### config.mk
export PLATFORM = sky130hd
export DESIGN_NAME = queue_with_remove_by_value_top
export DESIGN_NICKNAME = d
export VERILOG_FILES = /design/src/sv/qrbv_pkg.sv /design/src/sv/qrbv_mem.sv /design/src/sv/queue_with_remove_by_value_top.sv
export SDC_FILE = /design/constraint.sdc
export NUM_CORES = 2
export LEC_CHECK = 0
export BUFFER_PORTS_ARGS = -buffer_cell sky130_fd_sc_hd__buf_2
export CORE_MARGIN = 2
export CORE_UTILIZATION = 32
export DETAILED_ROUTE_END_ITERATION = 8
export SLEW_MARGIN = 0
export SYNTH_ARGS = -nofsm -noshare
export SYNTH_HDL_FRONTEND = slang
export SYNTH_HIERARCHICAL = 1
export SYNTH_SLANG_ARGS = --single-unit
### constraint.sdc
create_clock -name aclk -period 6.55 [get_ports aclk]
set_input_delay 0 -clock aclk [delete_from_list [all_inputs] [get_ports aclk]]
set_output_delay 0 -clock aclk [all_outputs]
set_load 0.005 [all_outputs]
### src/sv/qrbv_pkg.sv
// Shared types and codes for the queue with remove by value.
// No dependencies; imported by qrbv_mem, queue_with_remove_by_value_top and the testbench.
package qrbv_pkg;

    // Result field widths fixed by the interface
    localparam int OCC_W  = 7;
    localparam int DATA_W = 32;

    // Requested operation, carried in s_tuser
    typedef enum logic [1:0] {
        ACT_ENQUEUE = 2'd0,
        ACT_DEQUEUE = 2'd1,
        ACT_PEEK    = 2'd2,
        ACT_REMOVE  = 2'd3
    } action_t;

    // Result status, carried in m_tuser
    typedef enum logic [1:0] {
        STS_OK        = 2'd0,
        STS_FULL      = 2'd1,
        STS_EMPTY     = 2'd2,
        STS_NOT_FOUND = 2'd3
    } status_t;

    // Sequencer states
    typedef enum logic [1:0] {
        S_IDLE,
        S_READ,
        S_SEARCH,
        S_SHIFT
    } state_t;

endpackage

### src/sv/qrbv_mem.sv
// Entry store: one write port, one read port with registered read data.
// Depends on qrbv_pkg for the data width.
module qrbv_mem
    import qrbv_pkg::*;
#(
    parameter int DEPTH = 64,
    parameter int AW    = 6
) (
    input  logic              aclk,
    input  logic              wr_en,
    input  logic [AW-1:0]     wr_addr,
    input  logic [DATA_W-1:0] wr_data,
    input  logic [AW-1:0]     rd_addr,
    output logic [DATA_W-1:0] rd_data
);

    logic [DATA_W-1:0] mem [DEPTH];
    logic [DATA_W-1:0] rd_data_reg;

    // write port
    always_ff @(posedge aclk) begin
        if (wr_en) begin
            mem[wr_addr] <= wr_data;
        end
    end

    // read port, registered
    always_ff @(posedge aclk) begin
        rd_data_reg <= mem[rd_addr];
    end

    assign rd_data = rd_data_reg;

endmodule

### src/sv/queue_with_remove_by_value_top.sv
// Queue with remove by value: circular store, one compare unit, small sequencer.
// Enqueue and empty-queue results load on acceptance; dequeue/peek pass through S_READ;
// for remove, the single read port walks one entry per cycle for search and gap closing.
// Throughput: one beat at a time; the next input beat is taken once the result has left.
// Reset: aresetn clears pointers, fill count, sequencer and output valid; store contents
// are not cleared (only slots below the fill count are ever read).
module queue_with_remove_by_value_top
    import qrbv_pkg::*;
#(
    parameter int DEPTH = 64
) (
    input  logic        aclk,
    input  logic        aresetn,
    // input channel
    input  logic        s_tvalid,
    output logic        s_tready,
    input  logic [31:0] s_tdata,   // [31:0] value
    input  logic [1:0]  s_tuser,   // [1:0] action
    // result channel
    output logic        m_tvalid,
    input  logic        m_tready,
    output logic [39:0] m_tdata,   // [31:0] data, [38:32] occupancy, [39] zero
    output logic [1:0]  m_tuser    // [1:0] status
);

    localparam int AW = (DEPTH > 1) ? $clog2(DEPTH) : 1;
    localparam int CW = $clog2(DEPTH + 1);
    localparam int SW = CW + 1;

    // circular address: (base + off) mod DEPTH, off <= DEPTH
    function automatic logic [AW-1:0] wrap_add(input logic [AW-1:0] base,
                                               input logic [CW-1:0] off);
        logic [SW-1:0] sum;
        sum = SW'(base) + SW'(off);
        if (sum >= SW'(DEPTH)) begin
            sum = sum - SW'(DEPTH);
        end
        return sum[AW-1:0];
    endfunction

    state_t            state_reg, state_next;
    action_t           act_reg, act_next;
    logic [DATA_W-1:0] val_reg, val_next;
    logic [AW-1:0]     head_reg, head_next;
    logic [CW-1:0]     count_reg, count_next;
    logic [CW-1:0]     idx_reg, idx_next;

    logic              m_valid_reg, m_valid_next;
    status_t           m_status_reg, m_status_next;
    logic [DATA_W-1:0] m_data_reg, m_data_next;
    logic [OCC_W-1:0]  m_occ_reg, m_occ_next;

    logic              wr_en;
    logic [AW-1:0]     wr_addr;
    logic [DATA_W-1:0] wr_data;
    logic [AW-1:0]     rd_addr;
    logic [DATA_W-1:0] rd_data;

    logic              s_accept;
    logic              out_load;
    logic              hit;
    logic [OCC_W+CW-1:0] occ_ext;

    qrbv_mem #(
        .DEPTH (DEPTH),
        .AW    (AW)
    ) u_mem (
        .aclk    (aclk),
        .wr_en   (wr_en),
        .wr_addr (wr_addr),
        .wr_data (wr_data),
        .rd_addr (rd_addr),
        .rd_data (rd_data)
    );

    assign s_tready = (state_reg == S_IDLE) && (!m_valid_reg || m_tready);
    assign s_accept = s_tvalid && s_tready;

    // the shared compare unit
    assign hit = (rd_data == val_reg);

    // occupancy reported modulo 2^7
    assign occ_ext = {{OCC_W{1'b0}}, count_next};

    // state register
    always_ff @(posedge aclk) begin
        if (!aresetn) begin
            state_reg   <= S_IDLE;
            head_reg    <= '0;
            count_reg   <= '0;
            m_valid_reg <= 1'b0;
        end else begin
            state_reg   <= state_next;
            head_reg    <= head_next;
            count_reg   <= count_next;
            m_valid_reg <= m_valid_next;
        end
    end

    // payload registers
    always_ff @(posedge aclk) begin
        act_reg      <= act_next;
        val_reg      <= val_next;
        idx_reg      <= idx_next;
        m_status_reg <= m_status_next;
        m_data_reg   <= m_data_next;
        m_occ_reg    <= m_occ_next;
    end

    // sequencer: next state, store ports and result
    always_comb begin
        state_next    = state_reg;
        act_next      = act_reg;
        val_next      = val_reg;
        head_next     = head_reg;
        count_next    = count_reg;
        idx_next      = idx_reg;
        wr_en         = 1'b0;
        wr_addr       = wrap_add(head_reg, count_reg);
        wr_data       = val_reg;
        rd_addr       = head_reg;
        out_load      = 1'b0;
        m_status_next = m_status_reg;
        m_data_next   = m_data_reg;

        unique case (state_reg)
            S_IDLE: begin
                if (s_accept) begin
                    act_next = action_t'(s_tuser);
                    val_next = s_tdata;
                    idx_next = '0;
                    priority if (action_t'(s_tuser) == ACT_ENQUEUE) begin
                        out_load    = 1'b1;
                        m_data_next = '0;
                        if (count_reg == CW'(DEPTH)) begin
                            m_status_next = STS_FULL;
                        end else begin
                            wr_en         = 1'b1;
                            wr_data       = s_tdata;
                            count_next    = count_reg + 1'b1;
                            m_status_next = STS_OK;
                        end
                    end else if (count_reg == '0) begin
                        out_load      = 1'b1;
                        m_status_next = STS_EMPTY;
                        m_data_next   = '0;
                    end else if (action_t'(s_tuser) == ACT_REMOVE) begin
                        state_next = S_SEARCH;
                    end else begin
                        state_next = S_READ;
                    end
                end
            end
            // front entry is in rd_data
            S_READ: begin
                out_load      = 1'b1;
                m_status_next = STS_OK;
                m_data_next   = rd_data;
                if (act_reg == ACT_DEQUEUE) begin
                    head_next  = wrap_add(head_reg, CW'(1));
                    count_next = count_reg - 1'b1;
                end
                state_next = S_IDLE;
            end
            // rd_data holds entry idx_reg; read the next one meanwhile
            S_SEARCH: begin
                if (hit) begin
                    if (idx_reg + 1'b1 == count_reg) begin
                        count_next    = count_reg - 1'b1;
                        out_load      = 1'b1;
                        m_status_next = STS_OK;
                        m_data_next   = '0;
                        state_next    = S_IDLE;
                    end else begin
                        rd_addr    = wrap_add(head_reg, idx_reg + 1'b1);
                        state_next = S_SHIFT;
                    end
                end else if (idx_reg + 1'b1 == count_reg) begin
                    out_load      = 1'b1;
                    m_status_next = STS_NOT_FOUND;
                    m_data_next   = '0;
                    state_next    = S_IDLE;
                end else begin
                    rd_addr  = wrap_add(head_reg, idx_reg + 1'b1);
                    idx_next = idx_reg + 1'b1;
                end
            end
            // rd_data holds entry idx_reg+1; move it into slot idx_reg
            S_SHIFT: begin
                wr_en   = 1'b1;
                wr_addr = wrap_add(head_reg, idx_reg);
                wr_data = rd_data;
                if (idx_reg + 2'd2 == count_reg) begin
                    count_next    = count_reg - 1'b1;
                    out_load      = 1'b1;
                    m_status_next = STS_OK;
                    m_data_next   = '0;
                    state_next    = S_IDLE;
                end else begin
                    rd_addr  = wrap_add(head_reg, idx_reg + 2'd2);
                    idx_next = idx_reg + 1'b1;
                end
            end
            default: begin
                state_next = S_IDLE;
            end
        endcase
    end

    // output register
    always_comb begin
        m_occ_next = m_occ_reg;
        if (out_load) begin
            m_occ_next   = occ_ext[OCC_W-1:0];
            m_valid_next = 1'b1;
        end else if (m_tready) begin
            m_valid_next = 1'b0;
        end else begin
            m_valid_next = m_valid_reg;
        end
    end

    assign m_tvalid = m_valid_reg;
    assign m_tuser  = m_status_reg;
    assign m_tdata  = {1'b0, m_occ_reg, m_data_reg};

`ifndef SYNTHESIS
    // fill count never passes the store depth
    a_count_bound: assert property (@(posedge aclk) disable iff (!aresetn)
        count_reg <= CW'(DEPTH))
        else $error("fill count above depth");

    // search walks only over held entries
    a_search_range: assert property (@(posedge aclk) disable iff (!aresetn)
        (state_reg == S_SEARCH) |-> (idx_reg < count_reg))
        else $error("search index past fill count");

    // gap closing always has a later entry to move
    a_shift_range: assert property (@(posedge aclk) disable iff (!aresetn)
        (state_reg == S_SHIFT) |-> (idx_reg + 1'b1 < count_reg))
        else $error("shift index past fill count");

    // an accepted enqueue with room grows the queue by one
    a_enq_grow: assert property (@(posedge aclk) disable iff (!aresetn)
        (s_accept && action_t'(s_tuser) == ACT_ENQUEUE && count_reg != CW'(DEPTH))
        |=> (count_reg == $past(count_reg) + 1'b1))
        else $error("enqueue did not grow fill count");
`endif

endmodule

==> results.py <==
metrics = {
    "finish": {
        "layout.nets": 4374,
        "final_cells": 8008,
        "utilization_pct": 37.6,
        "drive_gt1_share_pct": 28.1,
        "multi_input_area_sq_mm": 0.0196,
        "seq_area_sq_mm": 0.0649,
        "n_fill_cell": 23600,
        "largest_reg_flops": 2048,
        "top_register": "u_mem/mem",
        "layout_commonest_cell": "edfxtp_1",
        "area_delta_synth_final_pct": 16.8,
        "final_cell_mix": "edfxtp_1, mux4_2, clkbuf_16, buf_4, nor2_1",
    },
    "routing": {
        "num_vias": 42700,
        "drc": 0,
        "drtIter0Drc": 5239,
        "viasPerCell": 5.33,
        "dr.pass1.iters": 6,
        "ant_nets": 0,
        "wl_microns": 225000,
        "wl_per_cell_microns": 28.2,
    },
    "logic_synthesis": {
        "ys_seq_area_share_pct": 76.6,
        "syn_area_per_cell_sq_um": 21.4,
        "yosysUniqueCellTypes": 76,
        "synthFlopType": "edfxtp_1",
        "async_flop_share_pct": 0,
        "synth_edf_count": 2130,
        "synth.area.top_cells": "edfxtp_1, mux4_2, dfxtp_1",
        "yosysTopAreaCellShare_pct": 75.5,
        "synth_nets": 4017,
        "synth_seq_cells": 2178,
        "synth_top_cell_by_area": "edfxtp_1",
        "synthCells": 3951,
        "ys_warn_count": 6,
        "netlist_area_sq_mm": 0.0847,
    },
    "sta": {
        "fin_crit_ns": 6.06,
        "rsz0062_at_grt": "no",
        "clock.fmax_mhz": 165,
        "max-slew-margin-rel_pct": 22.5,
        "maxSlewViolCount": 0,
        "tns_ns": 0,
        "hold_viol_final": 0,
        "clock_skew_ns": 0.0499,
        "tightest_slew_ns": 1.16,
        "setup_viol": 0,
        "period_share_pct": 92.5,
    },
    "critical_path": {
        "max_stage_delay_ns": 0.65,
        "path_cells": "ha_1 > nand4_2 > xor2_1 > xor2_1 > and4_1 > nor2_2 > nand2_1 > o211ai_1 > buf_4 > buf_4 > buf_4 > mux4_2 > mux2i_1 > a21oi_1 > a21oi_1 > nor2_1",
        "crit_slowest_cell": "a21oi_1",
        "cp.required_ns": 7.24,
        "worstPathArrival_ns": 6.74,
        "crit_fanout": 28,
        "endpoint_kind": "flop",
        "crit_top_cell": "buf_4",
        "worstSetupPathType": "reg -> reg",
        "crit_path_start_kind": "flop",
    },
    "place": {
        "io_buffers": 80,
        "place_inst": 7535,
        "finalWeightedCongestion": 0.826,
        "detailedPlacementHpwl_microns": 134000,
    },
    "global_routing": {
        "grt_pass1_wl_microns": 321000,
        "grt_max_degree": 70,
        "gr-total-overflow": 0,
        "track_usage_pct": 16.4,
        "grt_pass1_vias": 42900,
        "antenna_found_initial": 8,
    },
    "outcome": {
        "outcome": "finished clean",
    },
    "cts": {
        "cts.clk_slew.worst_paths_ns": 0.06,
        "clock_latency_ns": 0.85,
        "h-tree-depth": 4,
        "cts_buffers": 214,
        "clkSinkCount": 2178,
        "root_buffer": "clkbuf_16",
        "postCtsSetupRepairBufs": 0,
        "cts_tree": "yes",
        "clockBufferDepth": 3,
    },
    "power_and_ir_drop": {
        "p_leak_nw": 30.0,
        "ir_drop_mv": 0.416,
        "powerDensity_mw_per_mm2": 424,
    },
    "floorplan": {
        "die_y_microns": 519,
        "row_count": 188,
        "core_sq_mm": 0.263,
        "start_util_pct": 32.2,
        "die-area_sq_mm": 0.269,
        "chipWidth_microns": 519,
        "pin_count": 82,
    },
    "hold_path": {
        "hold_path.class": "in -> reg",
    },
    "flow_run": {
        "drv_cap": 0,
    },
}
==> path summary, 6_finish.rpt <==
path,startpoint,endpoint,slack [ns],cells past startpoint
worst min-delay path,m_tready,m_tvalid,0.09,4
worst min register to register,state_reg[1],state_reg[1],0.58,2
worst max-delay path,idx_reg[1],u_mem/rd_data[16],0.49,16
worst max register to register,idx_reg[1],u_mem/rd_data[16],0.49,16
==> repair_timing <==
item                                   in CTS  in global routing
setup endpoints to repair                   0                  1
gates resized for setup                     0                  1
endpoints found under the hold margin      87                  0
hold buffers                               72                  0
==> cells by family after synthesis <==
group                    after synthesis  synth area share, %
flip-flops                          2178                 76.6
XOR/XNOR                              69                0.731
AND/OR/NAND/NOR                      428                 2.42
other                                  1              0.00442
multiplexers                         641                 15.6
buffers and inverters                236                 1.32
AO/OA/AOI/OAI                        370                 2.87
adder cells (fa/ha/maj)               28                0.440
==> area by class of cell <==
| cell class | count | area share (%) |
|---|---|---|
| Sequential cell | 2178 | 65.6 |
| Clock buffer | 284 | 5.83 |
| Timing Repair Buffer | 361 | 2.98 |
| Inverter | 16 | 0.0607 |
| Clock inverter | 115 | 1.28 |
| Multi-Input combinational cell | 1537 | 19.8 |
| Antenna cell | 2 | 0.00506 |
| Tap cell | 3515 | 4.44 |
==> through the flow <==
step | hold WS, ns | setup WS, ns | power, W | cell area (sq um)
final | 0.0858 | 0.494 | 0.0420 | 99000
after global routing | 0.0680 | 0.344 | 0.0434 | 99000
after CTS | 0.0174 | 0.355 | 0.0423 | 99000
after detailed placement | 0.195 | 0.339 | 0.0301 | 91200
after global placement | 0.196 | 0.386 | 0.0299 | 91200
after floorplan | 0.0989 | 0.926 | 0.0254 | 84700
==> worst max-delay path, delay by kind of cell, from the launching register on <==
| family | cells | cell delay (ns) |
|---|---|---|
| xor+xnor | 2 | 0.46 |
| simple gates | 5 | 1.05 |
| compound gates | 3 | 1.34 |
| fa+ha+maj | 1 | 0.43 |
| mux | 2 | 0.85 |
| flops | 1 | 0.52 |
| buf+inv | 3 | 1.20 |
==> routing by layer <==
layer  up-vias  global-route usage, %  part of all wire [%]  routed length, microns
li1      17300                      -                     -                       -
met1     23200                   22.4                    41                   92300
met2      1812                   26.6                    48                  108000
met3       346                   3.48                   8.4                   19000
met4         2                   4.54                   2.7                    6060
met5         -                      0                0.0058                      13
==> Yosys cell counts, drive strengths merged (4+ instances only) <==
cell type / count
nand2b: 12
nand2: 91
o31ai: 5
and3: 12
a21o: 7
a311oi: 11
xor2: 15
o21bai: 4
a41o: 5
mux4: 544
o22ai: 85
o21ai: 50
ha: 25
nor4: 8
a221o: 4
and2: 38
nand3b: 7
dfxtp: 48
a31oi: 5
or3b: 5
mux2i: 94
nor3: 18
clkbuf: 103
nor2: 169
nor2b: 18
nand4: 16
or2: 6
xnor2: 53
nand3: 19
o221ai: 27
o32ai: 6
edfxtp: 2130
a21oi: 92
or3: 4
a211oi: 7
inv: 15
buf: 117
a22oi: 44
==> power breakdown <==
part           switching [W]  internal (W)
Clock                0.00528       0.00697
Sequential          0.000505        0.0182
Combinational        0.00730       0.00370
Total                 0.0131        0.0289
Power figures use the tool's default switching activity.
